## src/rtl/lpm_pkg.sv

```systemverilog
// shared types, sizes and codes for the ipv4 longest prefix match block
// no dependencies; imported by every module of the block
package lpm_pkg;

	localparam int TABLE_DEPTH = 1024;
	localparam int IDX_W       = $clog2(TABLE_DEPTH);
	localparam int CNT_W       = $clog2(TABLE_DEPTH + 1);
	localparam int ADDR_W      = 32;
	localparam int LEN_W       = 6;
	localparam int AS_W        = 32;
	localparam int IN_DATA_W   = 104;
	localparam int OUT_DATA_W  = 104;
	localparam logic [LEN_W-1:0] FULL_LENGTH = LEN_W'(32);

	typedef enum logic [1:0] {
		FUNC_APPEND = 2'd0,
		FUNC_LOOKUP = 2'd1,
		FUNC_CLEAR  = 2'd2
	} func_t;

	typedef struct packed {
		logic [ADDR_W-1:0] prefix;
		logic [LEN_W-1:0]  length;
		logic [AS_W-1:0]   asn;
	} lpm_entry_t;

	typedef struct packed {
		logic             wr_en;
		logic [IDX_W-1:0] wr_idx;
		lpm_entry_t       wr_entry;
		logic             rd_en;
		logic [IDX_W-1:0] rd_idx;
	} lpm_ram_req_t;

	typedef struct packed {
		logic              found;
		logic [ADDR_W-1:0] prefix;
		logic [LEN_W-1:0]  length;
		logic [AS_W-1:0]   asn;
		logic [ADDR_W-1:0] qaddr;
		logic              status;
	} lpm_result_t;

endpackage

```

## src/rtl/lpm_scan.sv

```systemverilog
// item sequencer: appends routes, clears the entry count, scans the table for a lookup, holds the result beat
// depends on lpm_pkg; drives lpm_route_ram through an lpm_ram_req_t
module lpm_scan
	import lpm_pkg::*;
(
	input  logic              clk,
	input  logic              arst_n,
	input  logic              in_valid,
	output logic              in_ready,
	input  logic [1:0]        in_func,
	input  logic [ADDR_W-1:0] in_address,
	input  logic [ADDR_W-1:0] in_prefix,
	input  logic [LEN_W-1:0]  in_length,
	input  logic [AS_W-1:0]   in_as,
	output logic              out_valid,
	input  logic              out_ready,
	output lpm_result_t       out_res,
	output lpm_ram_req_t      ram_req,
	input  lpm_entry_t        rd_entry,
	input  logic              rd_vld
);

	typedef enum logic [3:0] {
		ST_IDLE = 4'b0001,
		ST_SCAN = 4'b0010,
		ST_LAST = 4'b0100,
		ST_RESP = 4'b1000
	} state_t;

	state_t            state_q;
	logic [CNT_W-1:0]  cnt_q;
	logic [CNT_W-1:0]  idx_q;
	logic [ADDR_W-1:0] addr_q;
	lpm_entry_t        best_q;
	lpm_entry_t        best_nxt;
	lpm_result_t       res_q;
	lpm_result_t       out_q;
	logic              out_valid_q;
	logic              accept;
	logic              full;
	logic              hit;
	logic [ADDR_W-1:0] mask;
	logic [LEN_W-1:0]  len_clamped;

	assign in_ready  = (state_q == ST_IDLE);
	assign accept    = in_valid && in_ready;
	assign full      = (cnt_q >= CNT_W'(TABLE_DEPTH));
	assign out_valid = out_valid_q;
	assign out_res   = out_q;

	assign len_clamped = (in_length > FULL_LENGTH) ? FULL_LENGTH : in_length;

	always_comb begin
		ram_req.wr_en           = accept && (in_func == FUNC_APPEND) && !full;
		ram_req.wr_idx          = cnt_q[IDX_W-1:0];
		ram_req.wr_entry.prefix = in_prefix;
		ram_req.wr_entry.length = len_clamped;
		ram_req.wr_entry.asn    = in_as;
		ram_req.rd_en           = (state_q == ST_SCAN);
		ram_req.rd_idx          = idx_q[IDX_W-1:0];
	end

	// a length of 32 shifts all ones out and leaves a full mask
	always_comb begin
		mask     = ~({ADDR_W{1'b1}} >> rd_entry.length);
		hit      = rd_vld && (rd_entry.length > best_q.length)
			&& (((addr_q ^ rd_entry.prefix) & mask) == '0);
		best_nxt = hit ? rd_entry : best_q;
	end

	always_ff @(posedge clk or negedge arst_n) begin
		if (!arst_n) begin
			state_q     <= ST_IDLE;
			cnt_q       <= '0;
			idx_q       <= '0;
			addr_q      <= '0;
			best_q      <= '0;
			res_q       <= '0;
			out_q       <= '0;
			out_valid_q <= 1'b0;
		end else begin
			if (accept && (in_func == FUNC_LOOKUP)) begin
				best_q <= '0;
			end else begin
				best_q <= best_nxt;
			end
			if (state_q == ST_RESP && (!out_valid_q || out_ready)) begin
				out_valid_q <= 1'b1;
				out_q       <= res_q;
			end else if (out_ready) begin
				out_valid_q <= 1'b0;
			end
			case (state_q)
				ST_IDLE: begin
					if (accept) begin
						addr_q       <= in_address;
						res_q.found  <= 1'b0;
						res_q.prefix <= '0;
						res_q.length <= '0;
						res_q.asn    <= '0;
						res_q.qaddr  <= (in_func == FUNC_LOOKUP) ? in_address : '0;
						res_q.status <= (in_func == FUNC_APPEND) && full;
						case (in_func)
							FUNC_APPEND: begin
								state_q <= ST_RESP;
								if (!full) begin
									cnt_q <= cnt_q + CNT_W'(1);
								end
							end
							FUNC_LOOKUP: begin
								idx_q   <= '0;
								state_q <= (cnt_q != '0) ? ST_SCAN : ST_RESP;
							end
							FUNC_CLEAR: begin
								cnt_q   <= '0;
								state_q <= ST_RESP;
							end
							default: begin
								state_q <= ST_RESP;
							end
						endcase
					end
				end
				ST_SCAN: begin
					if (idx_q == cnt_q - CNT_W'(1)) begin
						state_q <= ST_LAST;
					end else begin
						idx_q <= idx_q + CNT_W'(1);
					end
				end
				ST_LAST: begin
					// last read beat is compared this cycle
					res_q.found  <= (best_nxt.length != '0);
					res_q.prefix <= best_nxt.prefix;
					res_q.length <= best_nxt.length;
					res_q.asn    <= best_nxt.asn;
					state_q      <= ST_RESP;
				end
				ST_RESP: begin
					if (!out_valid_q || out_ready) begin
						state_q <= ST_IDLE;
					end
				end
				default: begin
					state_q <= ST_IDLE;
				end
			endcase
		end
	end

endmodule

```

## config.mk

```make
export PLATFORM = sky130hd
export DESIGN_NAME = lpm_scan
export DESIGN_NICKNAME = d
export VERILOG_FILES = /design/src/rtl/lpm_pkg.sv /design/src/rtl/lpm_scan.sv
export SDC_FILE = /design/constraint.sdc
export NUM_CORES = 1
export LEC_CHECK = 0
export BUFFER_PORTS_ARGS = -buffer_cell sky130_fd_sc_hd__buf_2
export CORE_MARGIN = 2
export CORE_UTILIZATION = 45
export CTS_BUF_LIST = sky130_fd_sc_hd__clkbuf_2
export DETAILED_ROUTE_END_ITERATION = 8
export PLACE_DENSITY = 0.68
export REMOVE_ABC_BUFFERS = 1
export SLEW_MARGIN = 10
export SYNTH_ARGS = -nofsm -noshare
export SYNTH_HDL_FRONTEND = slang
export SYNTH_SLANG_ARGS = --single-unit
```

## constraint.sdc

```tcl
create_clock -name clk -period 4 [get_ports clk]
set_clock_uncertainty 0.05 [all_clocks]
set_input_delay 0 -clock clk [delete_from_list [all_inputs] [get_ports clk]]
set_output_delay 0 -clock clk [all_outputs]
set_load 0.01 [all_outputs]
```

==> results.sh <==
export IMPL_outcome="finished, final reports clean"
export IMPL_htree_levels=3
export IMPL_num_vias=15466
export IMPL_fp_dieW_um=196
export IMPL_final_max_slew_viol_count=0
export IMPL_syn_inst=1675
export IMPL_hold_path_cell_count=4
export IMPL_worstPathArrival_ps=4720
export IMPL_dp_cells=2179
export IMPL_portBuffers=248
export IMPL_final_cells=2679
export IMPL_min_period_over_period=0.955
export IMPL_yosysWarnings=0
export IMPL_post_route_util=0.591
export IMPL_core_area_um2=36300
export IMPL_grt_antenna_before_repair=18
export IMPL_syn_avg_cell_area_um2=9.86
export IMPL_power_density_nw_per_um2=418
export IMPL_synth_top_area_frac=0.509
export IMPL_synth_seq_cells=337
export IMPL_timing_rr_end="res_q[93]"
export IMPL_path_class="flop to flop"
export IMPL_fp_row_count=70
export IMPL_required_ps=4900
export IMPL_die_area_um2=38300
export IMPL_routed_via_density=5.77
export IMPL_tns_ps=0
export IMPL_finalWorstSetupSlack_ps=179
export IMPL_dr_pass1_iters=5
export IMPL_synth_edf_count=0
export IMPL_critPathCaptureType="flop"
export IMPL_dieHeight_um=196
export IMPL_synth_area_top_cells="dfrtp_1 (51%), nand3_1 (7.6%), mux2_2 (7.1%), nand2_1 (4.5%), buf_4 (4.0%)"
export IMPL_r2r_start="addr_q[29]"
export IMPL_rsz0062_at_grt="false"
export IMPL_nFillCells=3003
export IMPL_p_leak_uw=0.0106
export IMPL_clk_insertion_delay_late_ps=1010
export IMPL_async_flop_share=1.00
export IMPL_cts_buffer_depth=3
export IMPL_grt_pass1_vias=15290
export IMPL_fmax_mhz=262
export IMPL_initial_core_util=0.455
export IMPL_syn_to_final_growth_pct=30.0
export IMPL_track_usage=0.289
export IMPL_worst_r2r_path_depth=10
export IMPL_syn_area_um2=16500
export IMPL_hp_class="input pin to flop"
export IMPL_yosys_area_top_type="dfrtp_1"
export IMPL_grt_max_degree=143
export IMPL_synth_ff_type="dfrtp_1"
export IMPL_critPathMaxFanout=5
export IMPL_hold_viol=0
export IMPL_drtAntennaViolNets=0
export IMPL_max_vdd_ir_drop_mv=0.282
export IMPL_worstHoldStart="in_valid"
export IMPL_routedWlPerCell_um=21.0
export IMPL_place_ws_ps=825
export IMPL_finalWirelength_mm=56.2
export IMPL_layout_nets=2314
export IMPL_numCtsBuffers=92
export IMPL_drt_iter0_markers=1292
export IMPL_clock_sink_count=337
export IMPL_cts_clk_slew_worst_paths_ps=110
export IMPL_gr_total_overflow=0
export IMPL_period_minus_slack_ps=3820
export IMPL_yosysMostFrequentCell="dfrtp_1"
export IMPL_place_hpwl_mm=31.2
export IMPL_worst_slew_pin_transition_ps=1080
export IMPL_drc=0
export IMPL_synth_distinct_cells=64
export IMPL_critPathLaunchType="flop"
export IMPL_setup_viol=0
export IMPL_rrSetupSlack_ps=180
export IMPL_grt_pass1_wl_mm=86.4
export IMPL_layout_drive_gt1_share=0.252
export IMPL_gp_congestion=0.855
export IMPL_drv_cap=0
export IMPL_cts_root_buf="clkbuf_2"
export IMPL_slew_headroom=0.279
export IMPL_ios=377
export IMPL_holdWs_ps=78.6
export IMPL_min_to="cnt_q[1]"
export IMPL_synth_common_cells="dfrtp_1 (336), nand3_1 (252), nand2_1 (198), clkbuf_1 (109), mux2_2 (104)"
export IMPL_cts_tree="built"
export IMPL_ys_seq_area_frac=0.510
[layer usage]
layer,vias up,GRT usage,wire [um]
met5,-,0,82
met4,12,0.112,1830
met3,147,0.0862,5400
met2,810,0.439,25500
met1,7641,0.391,23400
li1,6856,-,-
[repair_timing]
| item | CTS | global route |
|---|---|---|
| buffers inserted | 0 | 4 |
| setup endpoints to repair | 0 | 28 |
| hold buffers | 315 | 0 |
| resized for setup | 0 | 2 |
| hold endpoints to repair | 653 | 0 |
[area by class of cell]
type / instances / area [um^2] / share of cell area
flip-flops and latches: 337 / 8430 / 0.393
multi-input cells: 1085 / 6790 / 0.316
repair buffers: 592 / 4770 / 0.222
clock buffers: 130 / 651 / 0.0303
well taps: 468 / 586 / 0.0273
clock inverters: 34 / 136 / 0.00635
inverters: 18 / 67.6 / 0.00315
diodes: 15 / 37.5 / 0.00175
[flip-flops by register name (all words and copies together), names as in the netlist]
signal     count
out_res      104
res_q        104
best_q        70
addr_q        32
cnt_q         11
idx_q         11
state_q        4
out_valid      1
[layout by cell type (no fill, tap or decap), drive strengths merged, types with 34 or more instances in the layout]
cell	n
a21oi	83
buf	278
clkbuf	131
dfrtp	336
dlygate4sd3	313
mux2	104
nand2	198
nand3	252
nand4	80
o211ai	73
o21ai	89
xnor2	34
[worst max-delay path by stage]
stage	startpoint	to	slack, ps	cells after the start
finish	addr_q[29]	res_q[93]	180	10
detailed placement	cnt_q[0]	idx_q[7]	820	10
global route	addr_q[29]	res_q[93]	20	10
CTS	addr_q[29]	res_q[103]	20	10
global placement	cnt_q[5]	idx_q[5]	880	8
floorplan	state_q[1]	res_q[100]	-7810	3
[cell families after synthesis]
kind of cell,share of synthesized area
simple gates,0.184
flops,0.510
compound gates,0.107
buf+inv,0.0839
mux,0.0775
xor+xnor,0.0291
fa+ha+maj,0.00742
[where the power goes]
group          switching, uW  leakage, uW  internal (uW)
Sequential               285      0.00462           3770
Combinational           1480      0.00534           1030
Clock                   1520     0.000609            878
Total                   3290       0.0106           5680
[critical path, cell delays in order, from the launching register on]
cell           delay, ps
dfrtp_1              400
xnor2_1              260
o21ai_0              110
dlygate4sd3_1        570
a211oi_1             190
dlygate4sd3_1        580
and4_1               260
o2111a_4             270
dlygate4sd3_1        740
nand4_1              170
nand3_1              140
[metrics by stage]
step	cell area (um^2)	total power [uW]
2_1_floorplan	15200	5370
3_3_place_gp	17400	6160
3_5_place_dp	17400	6220
4_1_cts	21400	8950
5_1_grt	21500	9470
6_report	21500	8970
Power figures use the tool's default switching activity.
